<file path="src/sv/drs_pkg.sv">
// Package for the delimiter range splitter: result beat type, mode and
// request codes, queue sizing. No dependencies.
`default_nettype none

package drs_pkg;

  localparam int FIELD_W      = 16;
  localparam int POS_BITS_DEF = 16;

  localparam int QDEPTH = 4;
  localparam int QPTR_W = 2;
  localparam int QCNT_W = 3;

  localparam logic [2:0] MODE_REMOVED    = 3'd0;
  localparam logic [2:0] MODE_ISOLATED   = 3'd1;
  localparam logic [2:0] MODE_MERGE_PREV = 3'd2;
  localparam logic [2:0] MODE_MERGE_NEXT = 3'd3;
  localparam logic [2:0] MODE_CONTIGUOUS = 3'd4;

  localparam logic REQ_MATCH = 1'b0;
  localparam logic REQ_END   = 1'b1;

  typedef struct packed {
    logic               plast;
    logic               pvalid;
    logic [FIELD_W-1:0] pend;
    logic [FIELD_W-1:0] pstart;
  } result_t;

endpackage

`default_nettype wire

</file>
<file path="src/sv/delimiter_range_splitter.sv">
// Delimiter range splitter top level: per-text piece cutting with a held
// piece, feeding the result queue. Depends on drs_pkg and drs_fifo.
//
//  channel  direction  payload
//  s_*      in         tuser req_type, tdata match_start/match_end/text_length
//  m_*      out        tdata piece_start/piece_end, tuser piece_valid,
//                      tlast last_of_text
//  cfg_*    in         cfg_data split_mode
//
// An accepted beat is worked in the same cycle and its 0..2 results are
// queued at the clock edge; the first can leave on the next cycle.
// The output port moves one result a cycle while m_tready is high.
// s_tready drops while the four-entry result queue has fewer than two
// free places. rst (synchronous) clears the mode, the text state and the
// queue; neither input channel is ready while it is high.
`default_nettype none

module delimiter_range_splitter
  import drs_pkg::*;
#(
  parameter int POS_BITS = POS_BITS_DEF
) (
  input  wire logic        clk,
  input  wire logic        rst,
  input  wire logic        s_tvalid,
  output logic             s_tready,
  input  wire logic [47:0] s_tdata,  // match_start, match_end, text_length
  input  wire logic        s_tuser,  // req_type
  output logic             m_tvalid,
  input  wire logic        m_tready,
  output logic [31:0]      m_tdata,  // piece_start, piece_end
  output logic             m_tuser,  // piece_valid
  output logic             m_tlast,
  input  wire logic        cfg_valid,
  output logic             cfg_ready,
  input  wire logic [2:0]  cfg_data  // split_mode
);

  localparam int PW = (POS_BITS < FIELD_W) ? POS_BITS : FIELD_W;

  logic [2:0]    split_mode;
  logic [PW-1:0] cursor, prev_match_start, held_start, held_end;
  logic          held_valid;

  logic [PW-1:0] ms, me, len;
  logic          accept, gap;

  // push A, held rewrite, push B, in that order
  logic          a_en, rw_en, b_en;
  logic [PW-1:0] a_s, a_e, rw_s, rw_e, b_s, b_e;

  logic [PW-1:0] hs, he;
  logic          hv;
  logic [1:0]    push_n;
  result_t       r0, r1, head;
  logic [QCNT_W-1:0] level;

  assign ms  = s_tdata[PW-1:0];
  assign me  = s_tdata[16+PW-1:16];
  assign len = s_tdata[32+PW-1:32];

  assign s_tready  = !rst && (level <= QCNT_W'(QDEPTH - 2));
  assign accept    = s_tvalid && s_tready;
  assign cfg_ready = !rst;

  always_comb begin
    a_en = 1'b0; a_s = cursor; a_e = ms;
    rw_en = 1'b0; rw_s = prev_match_start; rw_e = ms;
    b_en = 1'b0; b_s = ms; b_e = me;
    gap = (s_tuser == REQ_END) ? (len > cursor) : (ms > cursor);
    if (s_tuser == REQ_MATCH) begin
      case (split_mode)
        MODE_REMOVED: a_en = gap;
        MODE_ISOLATED: begin
          a_en = gap;
          b_en = 1'b1;
        end
        MODE_MERGE_PREV: begin
          b_en = 1'b1;
          if (gap) b_s = cursor;
        end
        MODE_MERGE_NEXT: begin
          a_en  = gap && !held_valid;
          rw_en = gap && held_valid;
          b_en  = 1'b1;
        end
        MODE_CONTIGUOUS: begin
          a_en = gap;
          if (ms == cursor && held_valid) begin
            rw_en = 1'b1;
            rw_s  = held_start;
            rw_e  = me;
          end else begin
            b_en = 1'b1;
          end
        end
        default: ;
      endcase
    end else begin
      a_e  = len;
      rw_e = len;
      if (gap && split_mode <= MODE_CONTIGUOUS) begin
        if (split_mode == MODE_MERGE_NEXT && held_valid) rw_en = 1'b1;
        else a_en = 1'b1;
      end
    end
  end

  // Walk the held piece through the steps and collect what leaves
  always_comb begin
    hs = held_start; he = held_end; hv = held_valid;
    push_n = 2'd0;
    r0 = '0;
    r1 = '0;
    if (a_en) begin
      if (hv) begin
        r0 = '{plast: 1'b0, pvalid: 1'b1, pend: FIELD_W'(he), pstart: FIELD_W'(hs)};
        push_n = 2'd1;
      end
      hs = a_s; he = a_e; hv = 1'b1;
    end
    if (rw_en) begin
      hs = rw_s; he = rw_e;
    end
    if (b_en) begin
      if (hv) begin
        if (push_n == 2'd0)
          r0 = '{plast: 1'b0, pvalid: 1'b1, pend: FIELD_W'(he), pstart: FIELD_W'(hs)};
        else
          r1 = '{plast: 1'b0, pvalid: 1'b1, pend: FIELD_W'(he), pstart: FIELD_W'(hs)};
        push_n = 2'(push_n + 1'b1);
      end
      hs = b_s; he = b_e; hv = 1'b1;
    end
    if (s_tuser == REQ_END) begin
      // flush: held piece or the empty marker closes the text
      if (push_n == 2'd0)
        r0 = '{plast: 1'b1, pvalid: hv, pend: hv ? FIELD_W'(he) : '0,
               pstart: hv ? FIELD_W'(hs) : '0};
      else
        r1 = '{plast: 1'b1, pvalid: hv, pend: hv ? FIELD_W'(he) : '0,
               pstart: hv ? FIELD_W'(hs) : '0};
      push_n = 2'(push_n + 1'b1);
    end
    if (!accept) push_n = 2'd0;
  end

  always_ff @(posedge clk) begin
    if (rst) begin
      split_mode       <= MODE_REMOVED;
      cursor           <= '0;
      prev_match_start <= '0;
      held_start       <= '0;
      held_end         <= '0;
      held_valid       <= 1'b0;
    end else begin
      if (cfg_valid && cfg_ready) split_mode <= cfg_data;
      if (accept) begin
        if (s_tuser == REQ_END) begin
          cursor           <= '0;
          prev_match_start <= '0;
          held_start       <= '0;
          held_end         <= '0;
          held_valid       <= 1'b0;
        end else begin
          cursor           <= me;
          prev_match_start <= ms;
          held_start       <= hs;
          held_end         <= he;
          held_valid       <= hv;
        end
      end
    end
  end

  drs_fifo u_queue (
    .clk    (clk),
    .rst    (rst),
    .push_n (push_n),
    .push0  (r0),
    .push1  (r1),
    .pop    (m_tvalid && m_tready),
    .head   (head),
    .level  (level)
  );

  assign m_tvalid = (level != '0);
  assign m_tdata  = {head.pend, head.pstart};
  assign m_tuser  = head.pvalid;
  assign m_tlast  = head.plast;

  a_level_bound: assert property (@(posedge clk) disable iff (rst)
    level <= QCNT_W'(QDEPTH))
    else $error("result queue overfilled");

  a_end_gives_result: assert property (@(posedge clk) disable iff (rst)
    (accept && s_tuser == REQ_END) |-> (push_n != 2'd0))
    else $error("end item queued no result");

  a_end_clears: assert property (@(posedge clk) disable iff (rst)
    (accept && s_tuser == REQ_END) |=> (!held_valid && cursor == '0))
    else $error("text state not cleared after end item");

  a_last_only_on_end: assert property (@(posedge clk) disable iff (rst)
    (push_n != 2'd0 && (r0.plast || (push_n == 2'd2 && r1.plast)))
      |-> (s_tuser == REQ_END))
    else $error("last marked on a match item");

endmodule

`default_nettype wire

</file>
<file path="src/sv/drs_fifo.sv">
// Result queue for the delimiter range splitter: takes up to two beats a
// cycle, gives one. Depends on drs_pkg.
`default_nettype none

module drs_fifo
  import drs_pkg::*;
(
  input  wire logic              clk,
  input  wire logic              rst,
  input  wire logic [1:0]        push_n,
  input  wire result_t           push0,
  input  wire result_t           push1,
  input  wire logic              pop,
  output result_t                head,
  output logic [QCNT_W-1:0]      level
);

  result_t             mem [QDEPTH];
  logic [QPTR_W-1:0]   wr_ptr;
  logic [QPTR_W-1:0]   rd_ptr;
  logic [QPTR_W-1:0]   wr_ptr1;
  logic [QCNT_W-1:0]   level_next;

  assign wr_ptr1 = QPTR_W'(wr_ptr + 1'b1);
  assign head    = mem[rd_ptr];

  always_comb begin
    level_next = level + QCNT_W'(push_n);
    if (pop) level_next = QCNT_W'(level_next - 1'b1);
  end

  always_ff @(posedge clk) begin
    if (rst) begin
      wr_ptr <= '0;
      rd_ptr <= '0;
      level  <= '0;
    end else begin
      level <= level_next;
      if (pop) rd_ptr <= QPTR_W'(rd_ptr + 1'b1);
      if (push_n == 2'd1) wr_ptr <= wr_ptr1;
      else if (push_n == 2'd2) wr_ptr <= QPTR_W'(wr_ptr + 2'd2);
    end
  end

  always_ff @(posedge clk) begin
    if (push_n != 2'd0) mem[wr_ptr]  <= push0;
    if (push_n == 2'd2) mem[wr_ptr1] <= push1;
  end

endmodule

`default_nettype wire

</file>
<file path="config.mk">
export PLATFORM = sky130hd
export DESIGN_NAME = delimiter_range_splitter
export DESIGN_NICKNAME = d
export VERILOG_FILES = /design/src/sv/drs_pkg.sv /design/src/sv/delimiter_range_splitter.sv /design/src/sv/drs_fifo.sv
export SDC_FILE = /design/constraint.sdc
export NUM_CORES = 1
export LEC_CHECK = 0
export BUFFER_PORTS_ARGS = -buffer_cell sky130_fd_sc_hd__buf_2
export CAP_MARGIN = 5
export CORE_ASPECT_RATIO = 0.7
export CORE_UTILIZATION = 50
export DETAILED_ROUTE_END_ITERATION = 10
export PLACE_DENSITY_LB_ADDON = 0.25
export SLEW_MARGIN = 20
export SYNTH_ARGS = -nofsm -noshare
export SYNTH_HDL_FRONTEND = slang
export SYNTH_SLANG_ARGS = --single-unit
export TNS_END_PERCENT = 5
</file>
<file path="constraint.sdc">
create_clock -name clk -period 14 [get_ports clk]
set_clock_uncertainty 0.15 [all_clocks]
set_input_delay 1.4 -clock clk [delete_from_list [all_inputs] [get_ports clk]]
set_output_delay 1.4 -clock clk [all_outputs]
set_load 0.01 [all_outputs]
</file>
==> impl_results.md, run 1 <==
* Status: complete, but fails checks
* Failing checks: DRC
* DRC at 5
* Die width at between 150 and 200 um
* Internal at roughly 0.0013 W
* Leakage at a little over 5 nW
* Via density at ~6.6
* Synthesized area per cell at between 10 and 15 sq um
* Async set-reset flop share out of synthesis at 0
* Yosys warns at 0
* DRT iter0 DRCs at about 1.2k
* Max incr delay on CP at 0.86 ns
* Total core area at between 20,000 and 25,000 sq um
* Net Sw Power at between 0.0005 and 0.0006 W
* Worst endpoint data arrival time at 7.43 ns
* Total CTS buffers at 22
* Die Span Y at ~140 um
* Post-synth EDFFs at 136
* Final hold violations at 0
* Register area share after synthesis at 0.4391
* Num ports at 94
* WHS Path Cells at 2
* Clk pwr share at 0.352
* Post-synth top area cell: edfxtp_1
* R2R depth at 23
* Tot Pwr at 0.001899 W
* RR Endpoint: u_queue.mem[2][4]
* Max cap viols at 0
* Drt wl/cell at ~24 um
* Clock transition at path regs at roughly 0.070 ns
* Fmax at ~140 MHz
* CTS tree: yes
* Relative max-transition margin at 0.2329
* Seq cells post-synth at approximately 210
* Post-synth cell types at between 70 and 80
* WL final at slightly below 40,000 um
* Antenna-violating nets left at 0
* Most frequent CP cell: nand2_1
* Final net count at 1,368
* Syn_nets at ~1.3k
* Number of global-route vias before repair at approximately 10k
* Critical Path Sink Type: flop
* CP max-delay cell: and2_1
* Initial core utilization at 0.5140
* Peak VDD IR at roughly 100 uV
* RSZ-0062 raised after global routing: false
* HPWL Detailed at roughly 26,000 um
* Cells after synthesis at 1,215
* Final cell count without fillers at 1,601
* I/O Buffers at just over 90
* Final hold slack at approximately 0.31 ns
* Overall routing resource usage at 0.2947
* Commonest non-fill, non-tap cell in the layout: edfxtp_1
* Hold_buf cts at 0
* Vias at 10.61k
* CTS H-tree depth at 1
* Post CTS Setup Buffer Count at 0
* Worst-Skew Late Latency at ~0.52 ns
* Initial antenna violation count at 0
* Fin crit period at just over 7 ns
* Net Sw Frac at 0.3030
* Critical path startpoint category: input port
* DR pass1 iterations at 9
* Primary FF master, synth: edfxtp_1
* Comb pwr share at 0.260
* First-pass GRT wire length at approximately 60,000 um
* Largest net degree at the start of global routing at 56
* Count of standard-cell rows at 48
* Period utilisation layout at 0.5134
* CTS Buffer Depth at 3
* CTS root buf: clkbuf_16
* Worst path required time at about 14 ns
* Fin. max-slew vios at 0
* Total global routing overflow at 0
* Sink Count at approximately 210
* Worst-path cell chain: buf_2, buf_4, mux2i_1, a221oi_1, nand2b_1, a2bb2oi_4, buf_4, ha_1, nand2_1, nand2_1, inv_1, ha_1, nand2_1, nand2_1, nand2_1, inv_1, ha_1, and2_1, xnor2_1, a22oi_1, nor2_2, a22o_1
* Die area at 26,280 sq um
* Synthesized area at ~13,000 sq um
* Post-CTS sizing at 0
* # diodes at 0
* Power share of the sequential group at 0.388
* Setup slack, reg-to-reg at roughly 7.5 ns
* Final setup viols at 0
* Crit Path Max Fanout at 55
* Setup TNS at 0 ns
* Hold_sp: held_end[15]
* Dominant cells by area after synthesis: edfxtp_1 32%, dfxtp_1 12%, mux4_2 6.0%
* Hold Crit Class: reg -> reg
* Worst Hold Path EP: held_end[15]
* DP Cell Count at 1,562
* Most frequent cells in the layout: 136 x edfxtp_1, 118 x nand2_1, 93 x buf_2
* Share of layout cells above drive strength 1 at 0.2343
* Slew @ Worst Pin at approximately 1.2 ns
* Critical setup path kind: in -> reg
* RR Startpoint: a_s[7]
* Area share of the largest cell type after synthesis at 0.3188
* Area growth from synthesis to layout at 11.47%
* Power Dens Cells at approximately 130 nW/um^2
* Routability cong. at around 0.95
## state kept, by name, indices dropped and copies added, names as in the netlist, named ones only
name,flops
u_queue.wr_ptr,2
u_queue.level,3
held_end,16
u_queue.mem,136
a_s,16
prev_match_start,16
split_mode,3
held_start,16
held_valid,1
u_queue.rd_ptr,2
## worst max-delay path: cells and delay by family
| kind | cells | cell delay [ns] |
|---|---|---|
| simple gates | 8 | 2.23 |
| buf+inv | 5 | 1.64 |
| xor+xnor | 1 | 0.21 |
| compound gates | 4 | 0.84 |
| mux | 1 | 0.15 |
| fa+ha+maj | 3 | 0.87 |
## power groups by stage
stage	Combinational [W]	Clock, W	Sequential [W]
6_report	0.000494	0.000668	0.000737
5_1_grt	0.000534	0.000696	0.000740
4_1_cts	0.000492	0.000672	0.000736
3_5_place_dp	0.000489	0	0.000749
3_3_place_gp	0.000483	0	0.000748
2_1_floorplan	0.000349	0	0.000737
## worst max path at each step
stage | startpoint | end | slack (ns) | cells past startpoint
after global routing | s_tuser | u_queue.mem[2][4] | 6.36 | 22
after floorplan | s_tdata[15] | u_queue.mem[1][0] | 6.58 | 19
after CTS | s_tuser | u_queue.mem[2][9] | 6.95 | 22
final | s_tuser | u_queue.mem[2][4] | 6.81 | 22
after global placement | s_tuser | u_queue.mem[2][5] | 6.59 | 22
after detailed placement | s_tuser | u_queue.mem[2][4] | 6.43 | 22
## metal layers
metal  global-route usage  wire, um  vias up
li1                     -         -     4736
met1               0.4218     16850     5177
met2               0.4517     17130      615
met3              0.05284      3945       81
met4              0.09867      1217        0
met5                    0         0        -
## cells in the mapped netlist, drive strengths merged, types with 20 or more instances
cell type,count
o21ai,84
a22o,68
a21o,20
ha,49
o22ai,61
o221ai,22
inv,46
nand2,118
mux4,34
a21oi,76
buf,35
mux2,32
nor2,80
mux2i,24
dfxtp,77
clkbuf,56
edfxtp,136
## area by class of cell
type / instances / area [sq um]
fillers: 2107 / 10640
multi-input cells: 865 / 6650
flip-flops and latches: 213 / 5628
repair buffers: 113 / 615.6
clock buffers: 25 / 581.8
well taps: 325 / 406.6
clock inverters: 14 / 225.2
inverters: 46 / 172.7
## cell families (layout without fill, tap and decap cells)
logic type / count (synthesis) / in the layout / share of synthesized area
DFF: 213 / 213 / 0.4391
buffers and inverters: 137 / 198 / 0.04903
adders and majority gates: 50 / 50 / 0.04942
muxes: 90 / 90 / 0.1069
xor gates and xnor gates: 13 / 13 / 0.008888
and+or+nand+nor: 296 / 296 / 0.1171
AOI/OAI and AO/OA: 416 / 416 / 0.2295
## through the flow
step           area [sq um]    util  setup WS [ns]
2_1_floorplan         12810       -          6.578
3_3_place_gp          13470  0.5406          6.594
3_5_place_dp          13470  0.5406          6.430
4_1_cts               14280  0.5729          6.952
5_1_grt               14280  0.5729          6.361
6_report              14280  0.5729          6.812
No activity file was read; power rests on OpenSTA's default activity.
==> inputs of run 2 (changes only) <==
==> constraint.sdc (replaced) <==
create_clock -name clk -period 6 [get_ports clk]
set_clock_uncertainty 0.15 [all_clocks]
set_input_delay 0.6 -clock clk [delete_from_list [all_inputs] [get_ports clk]]
set_output_delay 0.6 -clock clk [all_outputs]
set_load 0.01 [all_outputs]
==> run 2 against run 1 <==
The run still ends with DRC left. Largest cell class unchanged. Count of clock-buffer cells in the layout rose by 3. Cell count rose by 0.81%. Non-clock buffer count rose by 10. Critical path type is now reg -> reg. Combinational power rose by 130%.
==> impl_results.md, run 2 (synthesis results as in run 1) <==
* Number of global-route vias before repair at 9,885 (-3.0%)
* Failing checks: DRC
* Worst path required time at 6.08 ns (-8.16 ns)
* CTS root buf: clkbuf_16
* Vias at 10.56k (-0.47%)
* Highest routed metal layer: met4
* CTS H-tree depth at 1 (unchanged)
* Met3 wire length at 3771 um (-4.4%)
* Routability cong. at 0.9078 (-4.7%)
* DRC at 10 (+5)
* RSZ-0062 raised after global routing: false
* Commonest non-fill, non-tap cell in the layout: edfxtp_1
* Total CTS buffers at 22 (unchanged)
* Dpl ws at 0.2845 ns (-6.145 ns)
* Most frequent cells in the layout: 136 x edfxtp_1, 118 x nand2_1, 93 x buf_2
* Critical path startpoint category: flop
* Hold Crit Class: in -> reg
* DRT iter0 DRCs at 1,266 (+3.0%)
* Initial core utilization at 0.5140 (unchanged)
* Count of standard-cell rows at 48 (unchanged)
* Peak VDD IR at 221.9 uV (+120%)
* Crit Path Max Fanout at 21 (-62%)
* Reg with most FFs: u_queue.mem
* CP max-delay cell: nand2_1
* Fmax at 177.2 MHz
* Overall routing resource usage at 0.2908 (-0.003839)
* Fin. max-slew vios at 0 (unchanged)
* Initial antenna violation count at 3 (+3)
* CTS tree: yes
* Final cell count without fillers at 1,614 (+0.81%)
* HPWL Detailed at 26,610 um (+2.4%)
* Status: complete, but fails checks
* Share of layout cells above drive strength 1 at 0.2416 (+0.007321)
* Worst-path cell chain: inv_1, ha_1, nand4_4, nor4_4, a221oi_1, nand2b_1, a2bb2oi_4, buf_4, ha_1, nor2_1, a32oi_1, o21ai_2, o311ai_0, nand2_1, o21ai_0, o221ai_1, nand2_1, o22ai_1
* Area growth from synthesis to layout at 11.56% (about the same)
* Largest net degree at the start of global routing at 51 (-8.9%)
* I/O Buffers at 93 (unchanged)
* First-pass GRT wire length at 58,370 um (-1.9%)
* Die Span Y at 135.9 um (unchanged)
* DP Cell Count at 1,572 (+0.64%)
* CTS Buffer Depth at 3 (unchanged)
* Clock transition at path regs at 0.07 ns (about the same)
* Final net count at 1,378 (+0.73%)
* Die width at 193.3 um (unchanged)
* Hold_buf cts at 0 (unchanged)
* Via density at 6.542 (-1.3%)
* Power Dens Cells at 300.3 nW/um^2 (+130%)
* Drt wl/cell at 23.85 um (-2.4%)
* Leakage at 5.202 nW (+0.44%)
* Worst-Skew Late Latency at 0.51 ns (about the same)
* Post-CTS sizing at 0 (unchanged)
* Period utilisation layout at 0.9406
* Total global routing overflow at 0 (unchanged)
* Antenna-violating nets left at 0 (unchanged)
* Max incr delay on CP at 0.59 ns (-0.27 ns)
* Sink Count at 213 (unchanged)
* Final setup viols at 0 (unchanged)
* Critical setup path kind: reg -> reg
* Final hold violations at 0 (unchanged)
* Num ports at 94 (unchanged)
* Die area at 26,280 sq um (unchanged)
* # fillers at 2,097 (-0.47%)
* WL final at 38,490 um (-1.6%)
* Routed wl met2 at 16,420 um (-4.1%)
* Post CTS Setup Buffer Count at 0 (unchanged)
* DR pass1 iterations at 10 (+1)
* Fin crit period at 5.644 ns
* Critical Path Sink Type: flop
* M1 WL at 17,250 um (+2.4%)
* Max cap viols at 0 (unchanged)
* Setup TNS at 0 ns (unchanged)
* Worst endpoint data arrival time at 5.72 ns (-1.71 ns)
* Total core area at 24,920 sq um (unchanged)
* Max reg flops at 136 (unchanged)
* Slew @ Worst Pin at 1.137 ns (-0.01399 ns)
* Worst setup margin at 0.3564 ns (-6.456 ns)
* Relative max-transition margin at 0.2381 (+0.005197)
run 2: cell types whose count changed in the layout (fill, tap and decap cells not counted), moves of 2 or more:
cell / before / now
buf_4: 20 / 30
bufinv_16: 6 / 2
clkinv_2: 2 / 4
diode_2: 0 / 2
clkinv_1: 5 / 2
run 2: path summary, 6_finish.rpt:
path	cells after the start	endpoint	startpoint	slack, ns
setup / recovery	18	u_queue.mem[3][16]	a_s[15]	0.36
hold / removal	3	split_mode[2]	cfg_data[2]	0.18
setup reg to reg	18	u_queue.mem[3][16]	a_s[15]	0.36
hold reg to reg	2	prev_match_start[15]	prev_match_start[15]	0.31
run 2: power by group:
| group | internal (W) | switching [W] |
|---|---|---|
| sequential | 0.00166 | 0.0000604 |
| clock | 0.000825 | 0.000601 |
| combinational | 0.000482 | 0.000666 |
run 2: stage by stage:
step	utilization	hold WS (ns)	total power, W	cell area (sq um)
floorplan	-	0.2750	0.002535	12810
global placement	0.5435	0.2923	0.002868	13550
detailed placement	0.5435	0.3004	0.002886	13550
CTS	0.5732	0.1680	0.004301	14290
global route	0.5733	0.1900	0.004460	14290
finish	0.5734	0.1786	0.004292	14290
run 2: final cells by class:
cell class	count	area [sq um]	area share
diodes	2	5.005	0.0003502
clock buffers	28	624.3	0.04368
clock inverters	12	117.6	0.008229
inverters	46	172.7	0.01208
multi-input cells	865	6648	0.4651
flip-flops and latches	213	5628	0.3938
well taps	325	406.6	0.02845
repair buffers	123	690.7	0.04832
run 2: critical path, delay by kind of cell, from the launching register on:
family / cells / cell delay, ns
simple gates: 6 / 1.80
compound gates: 8 / 1.59
fa+ha+maj: 2 / 0.91
buf+inv: 2 / 0.48
flops: 1 / 0.41
run 2: metal layers:
metal,vias to the layer above,global-route usage
met5,-,0
met4,0,0.09733
met3,68,0.04862
met2,601,0.4312
met1,5125,0.4304
li1,4765,-
